<file path="src/hdl/sbt_pkg.sv">
// Shared types, widths and constants of the send bandwidth throttle.
package sbt_pkg;

    // Field widths.
    localparam int SENT_W    = 31;
    localparam int LEN_W     = 31;
    localparam int ELAP_W    = 40;
    localparam int CFG_W     = 31;
    localparam int CREDIT_W  = 32;
    localparam int CFG_IDX_W = 2;

    // Datapath widths.
    localparam int OPND_W    = 32;
    localparam int PROD_W    = 2 * OPND_W;
    localparam int SCALED_W  = 44;                 // sent_bytes * 8000
    localparam int QUO_W     = 45;                 // quotient bits produced per division
    localparam int IDLE_W    = SENT_W + ELAP_W;    // elapsed * sent_bytes
    localparam int SUB_W     = QUO_W + 1;
    localparam int SUM_W     = 48;
    localparam int CNT_W     = $clog2(QUO_W + 1);
    localparam int X25_W     = CFG_W + 5;

    // Constants of the pacing rule.
    localparam logic [CFG_W-1:0]  THRESHOLD_RESET  = 31'd100000;
    localparam logic [CFG_W-1:0]  MAX_CREDIT_RESET = 31'd5000000;
    localparam logic [OPND_W-1:0] BITS_PER_KBYTE   = 32'd8000;
    localparam logic [CFG_W-1:0]  BW_LIMIT_MAX     = 31'd85899345;
    localparam logic [SUB_W-1:0]  IDLE_SAT         = SUB_W'(1) << QUO_W;
    localparam logic [SUM_W-1:0]  CREDIT_MAX       = SUM_W'(32'h7FFF_FFFF);

    // Configuration register indexes.
    typedef enum logic [CFG_IDX_W-1:0] {
        CFG_BANDWIDTH  = 2'd0,
        CFG_THRESHOLD  = 2'd1,
        CFG_MAX_CREDIT = 2'd2
    } cfg_idx_t;

    // Sequencer states.
    typedef enum logic [3:0] {
        ST_IDLE,
        ST_MUL_ADD,
        ST_MUL_LO,
        ST_MUL_HI,
        ST_PROD,
        ST_WAIT_ADD,
        ST_WAIT_SUB,
        ST_SUM,
        ST_FINISH
    } state_t;

    // Request to the shared divider.
    typedef struct packed {
        logic              start;
        logic [LEN_W-1:0]  rem_init;
        logic [QUO_W-1:0]  dividend;
        logic [LEN_W-1:0]  divisor;
    } div_req_t;

endpackage

</file>
<file path="src/hdl/sbt_if.sv">
// Valid/ready channel interfaces for send chunks and throttle results.
interface sbt_chunk_if;
    import sbt_pkg::*;

    logic              valid;
    logic              ready;
    logic [SENT_W-1:0] sent_bytes;
    logic [LEN_W-1:0]  message_len;
    logic [ELAP_W-1:0] elapsed_us;
    logic              tracked;

    modport source (output valid, sent_bytes, message_len, elapsed_us, tracked, input ready);
    modport sink   (input valid, sent_bytes, message_len, elapsed_us, tracked, output ready);
endinterface

interface sbt_result_if;
    import sbt_pkg::*;

    logic                       valid;
    logic                       ready;
    logic [CFG_W-1:0]           sleep_us;
    logic [LEN_W-1:0]           chunk_limit;
    logic signed [CREDIT_W-1:0] credit_us;

    modport source (output valid, sleep_us, chunk_limit, credit_us, input ready);
    modport sink   (input valid, sleep_us, chunk_limit, credit_us, output ready);
endinterface

</file>
<file path="src/hdl/sbt_mul.sv">
// Shared 32 x 32 multiplier with a registered product.
module sbt_mul (
    input  logic                         clk,
    input  logic [sbt_pkg::OPND_W-1:0]   a,
    input  logic [sbt_pkg::OPND_W-1:0]   b,
    output logic [sbt_pkg::PROD_W-1:0]   prod
);
    import sbt_pkg::*;

    logic [PROD_W-1:0] prod_reg;
    logic [PROD_W-1:0] prod_next;

    assign prod_next = PROD_W'(a) * PROD_W'(b);

    always_ff @(posedge clk)
    begin
        prod_reg <= prod_next;
    end

    assign prod = prod_reg;

endmodule

</file>
<file path="src/hdl/sbt_div.sv">
// Radix-2 restoring divider, one quotient bit per cycle.
module sbt_div (
    input  logic                        clk,
    input  logic                        rst_n,
    input  sbt_pkg::div_req_t           req,
    output logic                        done,
    output logic [sbt_pkg::QUO_W-1:0]   quotient
);
    import sbt_pkg::*;

    logic [LEN_W-1:0] rem_reg;
    logic [LEN_W-1:0] rem_next;
    logic [QUO_W-1:0] quo_reg;
    logic [QUO_W-1:0] quo_next;
    logic [LEN_W-1:0] divisor_reg;
    logic [CNT_W-1:0] cnt_reg;
    logic [CNT_W-1:0] cnt_next;
    logic             busy_reg;
    logic             busy_next;
    logic             done_reg;
    logic             done_next;

    logic [LEN_W:0]   shifted;
    logic [LEN_W+1:0] diff;
    logic             fits;

    // The remainder always stays below the divisor, so it fits in LEN_W bits.
    assign shifted = {rem_reg, quo_reg[QUO_W-1]};
    assign diff    = {1'b0, shifted} - {2'b00, divisor_reg};
    assign fits    = !diff[LEN_W+1];

    always_comb
    begin
        rem_next = fits ? diff[LEN_W-1:0] : shifted[LEN_W-1:0];
        quo_next = {quo_reg[QUO_W-2:0], fits};
    end

    always_comb
    begin
        cnt_next  = cnt_reg;
        busy_next = busy_reg;
        done_next = 1'b0;
        if (req.start)
        begin
            cnt_next  = CNT_W'(QUO_W);
            busy_next = 1'b1;
        end
        else if (busy_reg)
        begin
            cnt_next = cnt_reg - CNT_W'(1);
            if (cnt_reg == CNT_W'(1))
            begin
                busy_next = 1'b0;
                done_next = 1'b1;
            end
        end
    end

    always_ff @(posedge clk or negedge rst_n)
    begin
        if (!rst_n)
        begin
            cnt_reg  <= '0;
            busy_reg <= 1'b0;
            done_reg <= 1'b0;
        end
        else
        begin
            cnt_reg  <= cnt_next;
            busy_reg <= busy_next;
            done_reg <= done_next;
        end
    end

    always_ff @(posedge clk)
    begin
        if (req.start)
        begin
            rem_reg     <= req.rem_init;
            quo_reg     <= req.dividend;
            divisor_reg <= req.divisor;
        end
        else if (busy_reg)
        begin
            rem_reg <= rem_next;
            quo_reg <= quo_next;
        end
    end

    assign done     = done_reg;
    assign quotient = quo_reg;

endmodule

</file>
<file path="src/hdl/send_bandwidth_throttle.sv">
// Top level of the send bandwidth throttle: sequencer, credit state and configuration.
//
//   channel  direction  handshake      carries
//   chunk    in         valid/ready    sent_bytes, message_len, elapsed_us, tracked
//   result   out        valid/ready    sleep_us, chunk_limit, credit_us
//   cfg      in         cfg_we only    cfg_index, cfg_wdata
//
// A tracked chunk with a nonzero bandwidth reaches its result through the multiplier states and
// two 45-step passes through the shared radix-2 divider; a zero message length or a saturated
// idle term skips the second pass. Other chunks go from idle straight to the finish state. Reset
// clears the credit to zero and loads the register defaults. A new chunk is taken only while the
// sequencer is idle; a waiting result stays in the output register and holds the sequencer's
// next result back.
module send_bandwidth_throttle (
    input  logic                          clk,
    input  logic                          rst_n,
    sbt_chunk_if.sink                     chunk,
    sbt_result_if.source                  result,
    input  logic                          cfg_we,
    input  logic [sbt_pkg::CFG_IDX_W-1:0] cfg_index,
    input  logic [sbt_pkg::CFG_W-1:0]     cfg_wdata
);
    import sbt_pkg::*;

    state_t state_reg;
    state_t state_next;

    // Configuration.
    logic [CFG_W-1:0] bw_reg;
    logic [CFG_W-1:0] thr_reg;
    logic [CFG_W-1:0] maxc_reg;

    // Captured transaction.
    logic [SENT_W-1:0] sent_reg;
    logic [LEN_W-1:0]  mlen_reg;
    logic [ELAP_W-1:0] elap_reg;
    logic              upd_reg;

    // Datapath.
    logic [OPND_W-1:0]   mul_a;
    logic [OPND_W-1:0]   mul_b;
    logic [PROD_W-1:0]   prod;
    logic [PROD_W-1:0]   plo_reg;
    logic [IDLE_W-1:0]   pbig_reg;
    logic [SCALED_W-1:0] add_reg;
    logic [SUB_W-1:0]    sub_reg;
    logic [SUM_W-1:0]    sum_reg;
    logic signed [CREDIT_W-1:0] credit_reg;

    div_req_t         div_req;
    logic             div_done;
    logic [QUO_W-1:0] div_quo;

    // Output register.
    logic             res_valid_reg;
    logic [CFG_W-1:0] sleep_reg;
    logic [LEN_W-1:0] limit_reg;

    // Sequencer outputs.
    logic take_in;
    logic cap_plo;
    logic cap_pbig;
    logic cap_add;
    logic cap_sub_direct;
    logic cap_sub_div;
    logic cap_sum;
    logic finish;

    logic out_free;
    logic idle_zero;
    logic idle_sat;
    logic start_update;

    logic [SUM_W-1:0]    neg_max;
    logic [CREDIT_W-1:0] clamped;
    logic                sleep_hit;
    logic [CREDIT_W-1:0] credit_new;
    logic [CFG_W-1:0]    sleep_new;
    logic [X25_W-1:0]    bw_x25;
    logic [LEN_W-1:0]    limit_new;

    sbt_mul u_mul (
        .clk  (clk),
        .a    (mul_a),
        .b    (mul_b),
        .prod (prod)
    );

    sbt_div u_div (
        .clk      (clk),
        .rst_n    (rst_n),
        .req      (div_req),
        .done     (div_done),
        .quotient (div_quo)
    );

    assign out_free     = !res_valid_reg || result.ready;
    assign start_update = chunk.tracked && (bw_reg != '0);
    assign idle_zero    = (mlen_reg == '0);
    // When the top bits of the product already reach the divisor, the idle term is at least
    // 2^45 and the credit saturates low whatever the exact value.
    assign idle_sat     = (LEN_W'(pbig_reg[IDLE_W-1:QUO_W]) >= mlen_reg);

    // Next state.
    always_comb
    begin
        state_next = state_reg;
        unique case (state_reg)
            ST_IDLE:
            begin
                if (chunk.valid)
                begin
                    state_next = start_update ? ST_MUL_ADD : ST_FINISH;
                end
            end
            ST_MUL_ADD:  state_next = ST_MUL_LO;
            ST_MUL_LO:   state_next = ST_MUL_HI;
            ST_MUL_HI:   state_next = ST_PROD;
            ST_PROD:     state_next = ST_WAIT_ADD;
            ST_WAIT_ADD:
            begin
                if (div_done)
                begin
                    state_next = (idle_zero || idle_sat) ? ST_SUM : ST_WAIT_SUB;
                end
            end
            ST_WAIT_SUB:
            begin
                if (div_done)
                begin
                    state_next = ST_SUM;
                end
            end
            ST_SUM:      state_next = ST_FINISH;
            ST_FINISH:
            begin
                if (out_free)
                begin
                    state_next = ST_IDLE;
                end
            end
            default:     state_next = ST_IDLE;
        endcase
    end

    // Sequencer outputs.
    always_comb
    begin
        take_in        = 1'b0;
        cap_plo        = 1'b0;
        cap_pbig       = 1'b0;
        cap_add        = 1'b0;
        cap_sub_direct = 1'b0;
        cap_sub_div    = 1'b0;
        cap_sum        = 1'b0;
        finish         = 1'b0;
        mul_a          = '0;
        mul_b          = '0;
        div_req        = '0;
        unique case (state_reg)
            ST_IDLE:
            begin
                take_in = chunk.valid;
            end
            ST_MUL_ADD:
            begin
                mul_a = OPND_W'(sent_reg);
                mul_b = BITS_PER_KBYTE;
            end
            ST_MUL_LO:
            begin
                mul_a            = elap_reg[OPND_W-1:0];
                mul_b            = OPND_W'(sent_reg);
                div_req.start    = 1'b1;
                div_req.rem_init = '0;
                div_req.dividend = QUO_W'(prod[SCALED_W-1:0]);
                div_req.divisor  = bw_reg;
            end
            ST_MUL_HI:
            begin
                mul_a   = OPND_W'(elap_reg[ELAP_W-1:OPND_W]);
                mul_b   = OPND_W'(sent_reg);
                cap_plo = 1'b1;
            end
            ST_PROD:
            begin
                cap_pbig = 1'b1;
            end
            ST_WAIT_ADD:
            begin
                cap_add        = div_done;
                cap_sub_direct = div_done && (idle_zero || idle_sat);
                if (div_done && !idle_zero && !idle_sat)
                begin
                    div_req.start    = 1'b1;
                    div_req.rem_init = LEN_W'(pbig_reg[IDLE_W-1:QUO_W]);
                    div_req.dividend = pbig_reg[QUO_W-1:0];
                    div_req.divisor  = mlen_reg;
                end
            end
            ST_WAIT_SUB:
            begin
                cap_sub_div = div_done;
            end
            ST_SUM:
            begin
                cap_sum = 1'b1;
            end
            ST_FINISH:
            begin
                finish = out_free;
            end
            default:
            begin
                take_in = 1'b0;
            end
        endcase
    end

    always_ff @(posedge clk or negedge rst_n)
    begin
        if (!rst_n)
        begin
            state_reg <= ST_IDLE;
        end
        else
        begin
            state_reg <= state_next;
        end
    end

    // Configuration writes.
    always_ff @(posedge clk or negedge rst_n)
    begin
        if (!rst_n)
        begin
            bw_reg   <= '0;
            thr_reg  <= THRESHOLD_RESET;
            maxc_reg <= MAX_CREDIT_RESET;
        end
        else if (cfg_we)
        begin
            unique case (cfg_index)
                CFG_BANDWIDTH:  bw_reg   <= cfg_wdata;
                CFG_THRESHOLD:  thr_reg  <= cfg_wdata;
                CFG_MAX_CREDIT: maxc_reg <= cfg_wdata;
                default:        bw_reg   <= bw_reg;
            endcase
        end
    end

    // Datapath registers.
    always_ff @(posedge clk)
    begin
        if (take_in)
        begin
            sent_reg <= chunk.sent_bytes;
            mlen_reg <= chunk.message_len;
            elap_reg <= chunk.elapsed_us;
            upd_reg  <= start_update;
        end
        if (cap_plo)
        begin
            plo_reg <= prod;
        end
        if (cap_pbig)
        begin
            pbig_reg <= (IDLE_W'(prod) << OPND_W) + IDLE_W'(plo_reg);
        end
        if (cap_add)
        begin
            add_reg <= div_quo[SCALED_W-1:0];
        end
        if (cap_sub_direct)
        begin
            sub_reg <= idle_zero ? '0 : IDLE_SAT;
        end
        else if (cap_sub_div)
        begin
            sub_reg <= SUB_W'(div_quo);
        end
        if (cap_sum)
        begin
            sum_reg <= SUM_W'(credit_reg) + SUM_W'(add_reg) - SUM_W'(sub_reg);
        end
        if (finish)
        begin
            sleep_reg <= sleep_new;
            limit_reg <= limit_new;
        end
    end

    // Clamp to the credit floor and the 32-bit ceiling, then test for a sleep.
    always_comb
    begin
        neg_max = '0 - SUM_W'(maxc_reg);
        if ($signed(sum_reg) < $signed(neg_max))
        begin
            clamped = neg_max[CREDIT_W-1:0];
        end
        else if ($signed(sum_reg) > $signed(CREDIT_MAX))
        begin
            clamped = CREDIT_MAX[CREDIT_W-1:0];
        end
        else
        begin
            clamped = sum_reg[CREDIT_W-1:0];
        end
        sleep_hit = $signed(clamped) > $signed({1'b0, thr_reg});
        if (upd_reg && sleep_hit)
        begin
            credit_new = '0;
            sleep_new  = clamped[CFG_W-1:0];
        end
        else if (upd_reg)
        begin
            credit_new = clamped;
            sleep_new  = '0;
        end
        else
        begin
            credit_new = credit_reg;
            sleep_new  = '0;
        end
    end

    // Chunk size limit: bandwidth * 25 / 2, or the message length when unlimited or above BW_LIMIT_MAX.
    always_comb
    begin
        bw_x25 = (X25_W'(bw_reg) << 4) + (X25_W'(bw_reg) << 3) + X25_W'(bw_reg);
        if ((bw_reg == '0) || (bw_reg > BW_LIMIT_MAX))
        begin
            limit_new = mlen_reg;
        end
        else
        begin
            limit_new = bw_x25[LEN_W:1];
        end
    end

    always_ff @(posedge clk or negedge rst_n)
    begin
        if (!rst_n)
        begin
            credit_reg    <= '0;
            res_valid_reg <= 1'b0;
        end
        else
        begin
            if (finish)
            begin
                credit_reg    <= credit_new;
                res_valid_reg <= 1'b1;
            end
            else if (result.ready)
            begin
                res_valid_reg <= 1'b0;
            end
        end
    end

    assign chunk.ready        = (state_reg == ST_IDLE);
    assign result.valid       = res_valid_reg;
    assign result.sleep_us    = sleep_reg;
    assign result.chunk_limit = limit_reg;
    assign result.credit_us   = credit_reg;

endmodule
</file>
<file path="src/flat_wrapper.sv">
// flat-port wrapper written by rule: the top's interface ports become plain ports
module send_bandwidth_throttle_flat import sbt_pkg::*;
  (clk, rst_n, cfg_we, cfg_index, cfg_wdata, chunk_valid, chunk_sent_bytes, chunk_message_len, chunk_elapsed_us, chunk_tracked, chunk_ready, result_valid, result_sleep_us, result_chunk_limit, result_credit_us, result_ready);
  sbt_chunk_if chunk_i ();
  sbt_result_if result_i ();
  input  logic clk;
  input  logic rst_n;
  input  logic cfg_we;
  input  logic [sbt_pkg::CFG_IDX_W-1:0] cfg_index;
  input  logic [sbt_pkg::CFG_W-1:0] cfg_wdata;
  input wire logic [$bits(chunk_i.valid)-1:0] chunk_valid;
  input wire logic [$bits(chunk_i.sent_bytes)-1:0] chunk_sent_bytes;
  input wire logic [$bits(chunk_i.message_len)-1:0] chunk_message_len;
  input wire logic [$bits(chunk_i.elapsed_us)-1:0] chunk_elapsed_us;
  input wire logic [$bits(chunk_i.tracked)-1:0] chunk_tracked;
  output wire logic [$bits(chunk_i.ready)-1:0] chunk_ready;
  output wire logic [$bits(result_i.valid)-1:0] result_valid;
  output wire logic [$bits(result_i.sleep_us)-1:0] result_sleep_us;
  output wire logic [$bits(result_i.chunk_limit)-1:0] result_chunk_limit;
  output wire logic [$bits(result_i.credit_us)-1:0] result_credit_us;
  input wire logic [$bits(result_i.ready)-1:0] result_ready;
  assign chunk_i.valid = chunk_valid;
  assign chunk_i.sent_bytes = chunk_sent_bytes;
  assign chunk_i.message_len = chunk_message_len;
  assign chunk_i.elapsed_us = chunk_elapsed_us;
  assign chunk_i.tracked = chunk_tracked;
  assign chunk_ready = chunk_i.ready;
  assign result_valid = result_i.valid;
  assign result_sleep_us = result_i.sleep_us;
  assign result_chunk_limit = result_i.chunk_limit;
  assign result_credit_us = result_i.credit_us;
  assign result_i.ready = result_ready;
  send_bandwidth_throttle u_core (.clk(clk), .rst_n(rst_n), .chunk(chunk_i), .result(result_i), .cfg_we(cfg_we), .cfg_index(cfg_index), .cfg_wdata(cfg_wdata));
endmodule
</file>
<file path="config.mk">
export PLATFORM = sky130hd
export DESIGN_NAME = send_bandwidth_throttle_flat
export DESIGN_NICKNAME = d
export VERILOG_FILES = /design/src/hdl/sbt_pkg.sv /design/src/hdl/sbt_if.sv /design/src/hdl/sbt_mul.sv /design/src/hdl/sbt_div.sv /design/src/hdl/send_bandwidth_throttle.sv /design/src/flat_wrapper.sv
export SDC_FILE = /design/constraint.sdc
export NUM_CORES = 2
export LEC_CHECK = 0
export BUFFER_PORTS_ARGS = -buffer_cell sky130_fd_sc_hd__buf_2
export CAP_MARGIN = 10
export CORE_AREA = 2 2 328 330
export CTS_CLUSTER_DIAMETER = 40
export DETAILED_ROUTE_END_ITERATION = 8
export DIE_AREA = 0 0 330 332
export PLACE_DENSITY = 0.88
export RECOVER_POWER = 25
export SYNTH_ARGS = -nofsm -noshare
export SYNTH_HDL_FRONTEND = slang
export SYNTH_HIERARCHICAL = 1
export SYNTH_SLANG_ARGS = --single-unit
</file>
<file path="constraint.sdc">
create_clock -name clk -period 15.3 [get_ports clk]
set_clock_uncertainty 0.2 [all_clocks]
set_input_delay 3.06 -clock clk [delete_from_list [all_inputs] [get_ports clk]]
set_output_delay 3.06 -clock clk [all_outputs]
set_load 0.05 [all_outputs]
</file>
==> impl_results.md <==
* Gr usage total at 38.0%
* CP Depth at 30
* Commonest cells in the netlist: inv_1 (1,314), fa_1 (970), nand2_1 (651), and2_1 (602), ha_1 (557)
* Worst Path Required at 15,690 ps
* Final min period at 12,550 ps
* Post-synth top area cell: fa_1
* Root Driver: clkbuf_16
* Peak VDD IR at 0.0841 mV
* Die span in x at 330 um
* Starting density of the core at 69.5%
* Max incr delay on CP at 1930 ps
* Maximum fanout along the worst path at 47
* Die Ht at 332 um
* WL per Instance at 23.3 um
* Synth Cell Area at 73,800 sq um
* Post-route ant nets at 0
* Setup TNS at 0 ps
* TritonRoute pass-1 iters at 9
* Crit path DAT at 12,930 ps
* Hpwl dp at 148,000 um
* Worst relative slew slack at -163%
* Cells after Synth at 7,185
* Port Buffers at 236
* Final cell count without fillers at 8,783
* Critical path class: reg -> reg
* CP max stage cell: clkbuf_1
* Total CTS buffers at 102
* Post-CTS sizing at 0
* Fin. Hold Viols at 0
* Clk slew on worst S/H paths at 60 ps
* Placer congestion estimate at 1.00
* H-tree depth at 3
* Total power at 5520 uW
* Dominant synthesized flop cell: edfxtp_1
* Nets at 8,948
* I/O pin cnt at 237
* First-pass GRT wire length at 318,000 um
* RSZ-0062 raised after global routing: false
* Final setup vio count at 0
* Initial antenna violation count at 3
* Vias/cell at 6.19
* Post-synth EDFFs at 545
* Final Core Density at 75.1%
* Avg Cell Area, Syn at 10.3 sq um
* Max reg flops at 71
* Largest net degree at the start of global routing at 88
* Post-synthesis sequential area ratio at 28.6%
* Routed vias at 54,374
* Hold WC Path Type: reg -> reg
* Total clock sinks at 747
* FF-to-FF path depth at 30
* Inst Count DP at 8,579
* Hold buffers post-CTS at 0
* Warnings, synthesis at 6
* Iter 0 DRT Violations at 5,537
* Tcrit/Tclk final at 82.0%
* Area contributors post-synth: fa_1 (26%), edfxtp_1 (22%), ha_1 (9.4%), inv_1 (6.7%), and2_1 (5.1%)
* Least-Margin Pin Slew at 3950 ps
* Clock Latency Late Sink at 710 ps
* Failing checks: design-rule violations, max-capacitance violations, max-slew violations
* Post-route DRC at 59
* Asr flop ratio synth at 18.5%
* Hold Path Depth at 0
* Core ar. at 106,000 sq um
* Share of the synthesized area in the top cell type at 26.3%
* Max cap viols at 5
* CTS tree: yes
* Vias in the first global route at 57,748
* Layout area overhead at 8.08%
* CP top delay family: adder cells
* Die area at 110,000 sq um
* Number of distinct library cells after synthesis at 107
* Routed WL at 205,000 um
* Highest clock rate at 79.7 MHz
* CP Buf/Inv Count at 9
* Share of layout cells above drive strength 1 at 10.0%
* Startpoint type of the worst setup path: flip-flop
* Final global-route overflow total at 0
* Synth Register Bits at 747
* Clock buffer depth at 3
* Most common cell in the synthesized netlist: inv_1
* Count of pins over their slew limit at 268
* Static Leak at 0.0375 uW
* P per Cell Area at 69.2 nW/um^2
* Std cell rows at 120
* Status: finished with violations
* Setup crit end kind: flip-flop
* Setup bufs post-CTS at 0
==> placed cells by master, fill, tap and decap left out, drive strengths merged, types with 12 or more instances in the layout <==
master	Yosys	layout
inv	1314	1344
fa	970	970
nand2	652	652
and2	603	603
ha	557	557
edfxtp	545	545
buf	38	307
a21oi	250	250
o21ai	227	227
nor2	201	201
mux2	144	144
xnor2	125	125
dfrtp	124	124
clkbuf	286	123
a21o	118	118
a22o	99	99
xor2	87	87
and3	83	83
nor2b	79	79
dfxtp	64	64
nand4	63	63
o21a	54	54
nor3	52	52
nand3	42	42
o21bai	41	41
o31ai	40	40
nand2b	34	34
clkinv	0	31
a31oi	28	28
a211oi	24	24
nor4	22	22
or3	17	17
a22oi	14	14
dfstp	14	14
o211ai	12	12
a21boi	12	12
or2	12	12
==> worst reg2reg max path: cells and delay by family (launching register included) <==
kind                     cells  cell delay, ps
flip-flops                   1             360
AO/OA/AOI/OAI                8            4330
adder cells (fa/ha/maj)      9            4390
XOR/XNOR                     1             130
buffers and inverters        9            2380
AND/OR/NAND/NOR              3             640
==> area by class of cell <==
| cell class | instances | area [sq um] |
|---|---|---|
| Multi-Input combinational cell | 4803 | 46600 |
| Antenna cell | 10 | 25.0 |
| Clock buffer | 118 | 2710 |
| Fill cell | 6906 | 26500 |
| Tap cell | 1403 | 1760 |
| Sequential cell | 747 | 21100 |
| Clock inverter | 76 | 928 |
| Inverter | 1314 | 4930 |
| Timing Repair Buffer | 312 | 1740 |
==> stage by stage <==
| stage | hold WS (ps) | setup slack (ps) | cell area (sq um) |
|---|---|---|---|
| 2_1_floorplan | 186 | 6150 | 73900 |
| 3_3_place_gp | 188 | 5000 | 76200 |
| 3_5_place_dp | 189 | 4840 | 76200 |
| 4_1_cts | 191 | 4800 | 79800 |
| 5_1_grt | 192 | 2330 | 79800 |
| 6_report | 189 | 2750 | 79800 |
==> kinds of logic (layout without fill, tap and decap cells) <==
logic type      Yosys count  count (layout)  synth area share, %
simple gates           1899            1899                 13.2
mux                     149             149                 2.28
xor+xnor                212             212                 2.51
fa+ha+maj              1527            1527                 35.7
other cells               1              20              0.00508
flops                   747             747                 28.6
buf+inv                1644            1820                 8.60
compound gates         1006            1006                 9.03
==> per-layer routing <==
metal	up-vias	part of all wire [%]	global-route usage [%]
met1	26728	35	45.8
met2	3352	47	60.9
li1	23354	-	-
met4	2	8.3	26.8
met5	-	0.0059	0
met3	938	10	8.33
==> final timing paths <==
| kind | start | endpoint | slack [ps] |
|---|---|---|---|
| setup / recovery | u_core/state_reg[1]$_DFFE_PN0P_ | u_core/u_mul/prod[60]$_DFF_P_ | 2750 |
| hold / removal | u_core/plo_reg[10]$_DFFE_PN_ | u_core/pbig_reg[10]$_DFFE_PP_ | 190 |
| setup reg to reg | u_core/state_reg[1]$_DFFE_PN0P_ | u_core/u_mul/prod[60]$_DFF_P_ | 2750 |
| hold reg to reg | u_core/plo_reg[10]$_DFFE_PN_ | u_core/pbig_reg[10]$_DFFE_PP_ | 190 |
| max in group asynchronous | rst_n | u_core/state_reg[1]$_DFFE_PN0P_ | 11340 |
| min in group asynchronous | rst_n | u_core/bw_reg[23]$_DFFE_PN0P_ | 2200 |
==> where the power goes <==
part	total (uW)	switching [uW]	internal, uW
sequential	2320	88.6	2230
clock	2460	1040	1420
combinational	748	420	328
total	5520	1550	3970
No activity file was read; power rests on OpenSTA's default activity.
